[config.mk]
export PLATFORM = sky130hd
export DESIGN_NAME = ftll_ctrl
export DESIGN_NICKNAME = d
export VERILOG_FILES = /design/src/sv/ftll_pkg.sv /design/src/sv/ftll_ctrl.sv
export SDC_FILE = /design/constraint.sdc
export NUM_CORES = 1
export LEC_CHECK = 0
export BUFFER_PORTS_ARGS = -buffer_cell sky130_fd_sc_hd__buf_2
export CORE_AREA = 2 2 39 41
export DETAILED_ROUTE_END_ITERATION = 6
export DIE_AREA = 0 0 41 43
export SYNTH_ARGS = -nofsm -noshare
export SYNTH_HDL_FRONTEND = slang
export SYNTH_SLANG_ARGS = --single-unit
[constraint.sdc]
create_clock -name clk -period 2.4 [get_ports clk]
set_clock_uncertainty 0.05 [all_clocks]
set_input_delay 0.48 -clock clk [delete_from_list [all_inputs] [get_ports clk]]
set_output_delay 0.48 -clock clk [all_outputs]
set_load 0.005 [all_outputs]
[src/sv/ftll_pkg.sv]
// shared widths, codes and control structs of the fat tree next-hop switch
package ftll_pkg;

	localparam int ADDR_W  = 12;
	localparam int FLOW_W  = 10;
	localparam int LOAD_W  = 11;
	localparam int LFSR_W  = 16;
	localparam int STAT_W  = 2;
	localparam int KIND_W  = 3;

	localparam int TREE_K_DEF = 8;
	localparam int FLOWS_DEF  = 1024;

	// cycles from a new address to valid decode outputs
	localparam int DEC_LAT   = 3;
	// remainder bits resolved per cycle
	localparam int MOD_CHUNK = 8;

	localparam logic [LOAD_W-1:0] LOAD_MAX  = LOAD_W'(2047);
	localparam logic [LFSR_W-1:0] LFSR_SEED = 16'hACE1;

	localparam logic [STAT_W-1:0] STAT_OK      = 2'd0;
	localparam logic [STAT_W-1:0] STAT_NOROUTE = 2'd1;
	localparam logic [STAT_W-1:0] STAT_ABSENT  = 2'd2;
	localparam logic [STAT_W-1:0] STAT_HOST    = 2'd3;

	localparam logic [KIND_W-1:0] KIND_NONE = 3'd0;
	localparam logic [KIND_W-1:0] KIND_HOST = 3'd1;
	localparam logic [KIND_W-1:0] KIND_EDGE = 3'd2;
	localparam logic [KIND_W-1:0] KIND_AGGR = 3'd3;
	localparam logic [KIND_W-1:0] KIND_CORE = 3'd4;

	typedef struct packed {
		logic acc;
		logic clr;
		logic route;
		logic ties;
		logic sel;
		logic fin;
	} ftll_cmd_t;

	typedef struct packed {
		logic clr_last;
		logic need_pick;
		logic mod_done;
		logic out_free;
	} ftll_sts_t;

endpackage

[src/sv/ftll_ctrl.sv]
// sequencer: memory clear, accept, decode wait, route, tie break, write-back
module ftll_ctrl (
	input  logic                 clk,
	input  logic                 arst_n,
	input  logic                 in_valid,
	output logic                 in_ready,
	output ftll_pkg::ftll_cmd_t  cmd,
	input  ftll_pkg::ftll_sts_t  sts
);
	import ftll_pkg::*;

	localparam logic [2:0] ST_CLR   = 3'd0;
	localparam logic [2:0] ST_IDLE  = 3'd1;
	localparam logic [2:0] ST_DEC   = 3'd2;
	localparam logic [2:0] ST_ROUTE = 3'd3;
	localparam logic [2:0] ST_TIES  = 3'd4;
	localparam logic [2:0] ST_MOD   = 3'd5;
	localparam logic [2:0] ST_SEL   = 3'd6;
	localparam logic [2:0] ST_FIN   = 3'd7;

	localparam int DCNT_W = $clog2(DEC_LAT);

	logic [2:0]        state_q;
	logic [2:0]        state_d;
	logic [DCNT_W-1:0] dcnt_q;

	assign in_ready = (state_q == ST_IDLE);

	always_comb begin
		cmd     = '0;
		state_d = state_q;
		case (state_q)
			ST_CLR: begin
				cmd.clr = 1'b1;
				if (sts.clr_last)
					state_d = ST_IDLE;
			end
			ST_IDLE: begin
				if (in_valid) begin
					cmd.acc = 1'b1;
					state_d = ST_DEC;
				end
			end
			ST_DEC: begin
				if (dcnt_q == DCNT_W'(DEC_LAT - 1))
					state_d = ST_ROUTE;
			end
			ST_ROUTE: begin
				cmd.route = 1'b1;
				state_d   = sts.need_pick ? ST_TIES : ST_FIN;
			end
			ST_TIES: begin
				cmd.ties = 1'b1;
				state_d  = ST_MOD;
			end
			ST_MOD: begin
				if (sts.mod_done)
					state_d = ST_SEL;
			end
			ST_SEL: begin
				cmd.sel = 1'b1;
				state_d = ST_FIN;
			end
			ST_FIN: begin
				// hold until the output register can take the item
				if (sts.out_free) begin
					cmd.fin = 1'b1;
					state_d = ST_IDLE;
				end
			end
			default: begin
				state_d = ST_IDLE;
			end
		endcase
	end

	always_ff @(posedge clk or negedge arst_n) begin
		if (!arst_n) begin
			state_q <= ST_CLR;
			dcnt_q  <= '0;
		end else begin
			state_q <= state_d;
			if (state_q == ST_DEC)
				dcnt_q <= DCNT_W'(dcnt_q + 1'b1);
			else
				dcnt_q <= '0;
		end
	end

endmodule

==> summary.txt <==
GRT
-------------------------------------------------------------------------
Vias in the first global route                                        274
Total global routing overflow                                           0
Total global-route track usage                                     10.08%
Initial antenna violation count                                         0
First-pass GRT wire length                                        1110 um
Pin count of the biggest net entering global routing                   15

RUN
-------------------------------------------------------------------------
Number of maximum-capacitance constraint violations                     0

ROUTING
-------------------------------------------------------------------------
Via count                                                             296
Average wire per cell in the routed design                       10.24 um
Remaining DRCs                                                          0
ANT nets after route                                                    0
Ratio of routed vias to standard cells                              4.485
Iteration count of the initial detailed-routing pass                    4
DRT iter0 DRCs                                                          4
Routed wire length                                                 676 um

POWER
-------------------------------------------------------------------------
Switching power                                                 0.1928 mW
Lkg Pwr                                                         0.2185 nW
Clock Power Share                                                   21.4%
Register share of total power                                       43.4%
Internal Power                                                  0.2707 mW
Combinational share of power                                        35.2%
Fraction of power spent switching nets                             41.60%
IR drop worst, VDD                                               439.1 uV
Pwr Density                                                  1023 mW/mm^2

TIMING
-------------------------------------------------------------------------
Time the final worst path needs with I/O delays and setup         1901 ps
Worst-margin pin slew                                            533.5 ps
Count of endpoints failing hold in the final timing report              0
Rel. slew slack                                                    64.43%
Fmax achieved                                                   525.9 MHz
Setup repair after global routing missed its margin                 false
Setup-violating endpoint count in the final report                      0
Post-route setup TNS                                                 0 ps
Period utilization                                                 79.23%
Max-slew violation total from the final report                          0

CLOCK NETWORK
-------------------------------------------------------------------------
Total CTS buffers                                                       3
Clock Pin Slew Worst Setup and Hold Paths                           50 ps
CTS sink cnt                                                            5
Clock insertion delay at the later pin of the skew report          240 ps
Buffer type at the clock tree root                               clkbuf_4
CTS Buffer Depth                                                        2
CTS-repair resized insts                                                0
TritonCTS clock tree                                                  yes
Count of buffers added by post-CTS timing repair for setup              0
CTS H-tree lvls                                                         1

WORST SETUP PATH
-------------------------------------------------------------------------
Worst path arrival time                                           1370 ps
Critical path class                                          flip-flop to primary output
Setup slack on the worst flop-to-flop path                        1110 ps
Critical path capture point type                             primary output
Req. time, crit path                                              1870 ps
Top fanout value on the critical path                                  13
Crit start category                                             flip-flop

CELLS AND AREA
-------------------------------------------------------------------------
Proportion of layout cells with a drive suffix above 1             42.00%
Core utilization of the finished layout                            32.73%
Antenna fix cells                                                       0
NumNets Final                                                          59
Fin area                                                       452.9 um^2
Post-synthesis to final-layout area growth                         21.48%

FLOORPLANNING
-------------------------------------------------------------------------
Floorplan die height                                                43 um
Num rows                                                               14
Num ports                                                              14
Width of the chip                                                   41 um
Starting utilization of the core area                              26.94%
Area of the core                                             0.001384 mm^2
Die area                                                     0.001763 mm^2

SYNTH
-------------------------------------------------------------------------
Mean Syn Cell Area                                             10.36 um^2
Largest area contributor in the netlist                           dfrtp_1
Top-area cell type share of the netlist area                       33.56%
Post-synth net total                                                   44
Post-synthesis register bit count                                       5
Number of instances in the synthesized netlist                         36
Cell area after synthesis                                      372.9 um^2
Number of distinct library cells after synthesis                       21
Synth top area cells                                         dfrtp_1 (34%), buf_6 (9.1%), mux2i_1 (8.1%)
Synth warnings                                                          0
Sequential-to-total area share from yosys stat                     33.56%

PLACED DESIGN
-------------------------------------------------------------------------
Placed inst area                                               416.7 um^2
Final Wtd Congestion                                               0.6667
Port Buffer Count                                                      13
Post-DP HPWL                                                     487.2 um

RUN STATUS
-------------------------------------------------------------------------
Status                                                       complete, no violations

WORST HOLD PATH
-------------------------------------------------------------------------
Worst hold-check path type                                   flip-flop to flip-flop

==> sequential cells by signal, summed over array words and instances (netlist names) <==
name / flops
state_q: 3
dcnt_q: 2
==> path summary, 6_finish.rpt <==
| check | start | end | cells past startpoint |
|---|---|---|---|
| max reg2reg | state_q[1]$_DFFE_PN0P_ | state_q[0]$_DFFE_PN0P_ | 3 |
| max in group asynchronous | arst_n | dcnt_q[0]$_DFF_PN0_ | 2 |
| min in group asynchronous | arst_n | state_q[2]$_DFFE_PN0P_ | 2 |
| max | state_q[1]$_DFFE_PN0P_ | cmd[5] | 4 |
| min reg2reg | dcnt_q[0]$_DFF_PN0_ | dcnt_q[0]$_DFF_PN0_ | 1 |
| min | dcnt_q[0]$_DFF_PN0_ | dcnt_q[0]$_DFF_PN0_ | 1 |
==> metrics by stage <==
stage / cells / setup WS, ps / hold slack (ps) / power [mW]
6_report: 66 / 498.6 / 399.6 / 0.4636
5_1_grt: 66 / 413.7 / 428.2 / 0.5060
4_1_cts: 66 / 480.3 / 406.4 / 0.4725
3_5_place_dp: 61 / 751.9 / 250.9 / 0.3662
3_3_place_gp: 61 / 776.7 / 248.1 / 0.3633
2_1_floorplan: 36 / 1013 / 134.4 / 0.3629
==> Yosys cell counts (all sizes together) <==
| cell | instances |
|---|---|
| nand2 | 2 |
| nor2b | 1 |
| dfrtp | 5 |
| and3 | 1 |
| nand3b | 1 |
| mux2i | 3 |
| nor3b | 1 |
| a2111oi | 1 |
| nor3 | 1 |
| and2 | 1 |
| nor2 | 4 |
| inv | 2 |
| nand2b | 1 |
| buf | 4 |
| o21ai | 3 |
| a21oi | 2 |
| nor4b | 2 |
| ha | 1 |
==> power by group through the flow <==
stage	Sequential (mW)	Combinational, mW	Clock [mW]
after global routing	0.210	0.185	0.111
final	0.201	0.163	0.0992
after global placement	0.202	0.162	0
after detailed placement	0.203	0.164	0
after floorplan	0.126	0.237	0
after CTS	0.201	0.166	0.106
==> layer usage <==
layer	GRT usage, %	vias up	share of wire [%]
li1	-	152	-
met1	10.10	135	40
met2	13.44	7	53
met3	4.188	2	5.2
met4	12.00	0	1.8
met5	0	-	0
==> logic make-up after synthesis <==
kind of cell / after synthesis / synth area share [%]
AO/OA/AOI/OAI: 6 / 15.10
adder cells (fa/ha/maj): 1 / 3.355
AND/OR/NAND/NOR: 15 / 26.85
buffers and inverters: 6 / 13.09
multiplexers: 3 / 8.054
flip-flops: 5 / 33.56
==> layout by cell type (no fill, tap or decap) <==
cell | netlist | routed
dfrtp_1 | 5 | 5
o21ai_0 | 2 | 2
mux2i_1 | 3 | 3
nor2_1 | 4 | 4
a21oi_1 | 1 | 1
and2_1 | 1 | 1
nand2b_2 | 1 | 1
a21oi_2 | 1 | 1
buf_2 | 0 | 13
nand2_1 | 2 | 2
and3_1 | 1 | 1
clkbuf_4 | 0 | 3
o21ai_1 | 1 | 1
nor2b_1 | 1 | 1
ha_1 | 1 | 1
nor4b_2 | 2 | 2
dlygate4sd3_1 | 0 | 1
clkbuf_1 | 0 | 1
nand3b_1 | 1 | 1
nor3_1 | 1 | 1
inv_1 | 2 | 2
a2111oi_4 | 1 | 1
nor3b_1 | 1 | 1
==> worst max-delay path, cell delays in order (launching register included) <==
cell and delay, ps:
dfrtp_1 510, nand2b_2 250, nor2_1 120, and2_1 140, buf_2 100
==> final cells by class <==
type | instances | area [um^2]
multi-input cells | 25 | 198.9
fillers | 155 | 930.9
clock buffers | 4 | 26.28
flip-flops and latches | 5 | 125.1
repair buffers | 14 | 75.07
inverters | 2 | 7.507
well taps | 16 | 20.02
==> repair_timing <==
item / 4_1_cts / 5_1_grt
hold endpoints to repair: 5 / 0
hold buffers: 1 / 0
setup endpoints to repair: 0 / 0
Note: power is estimated with default switching activity, not from simulation.
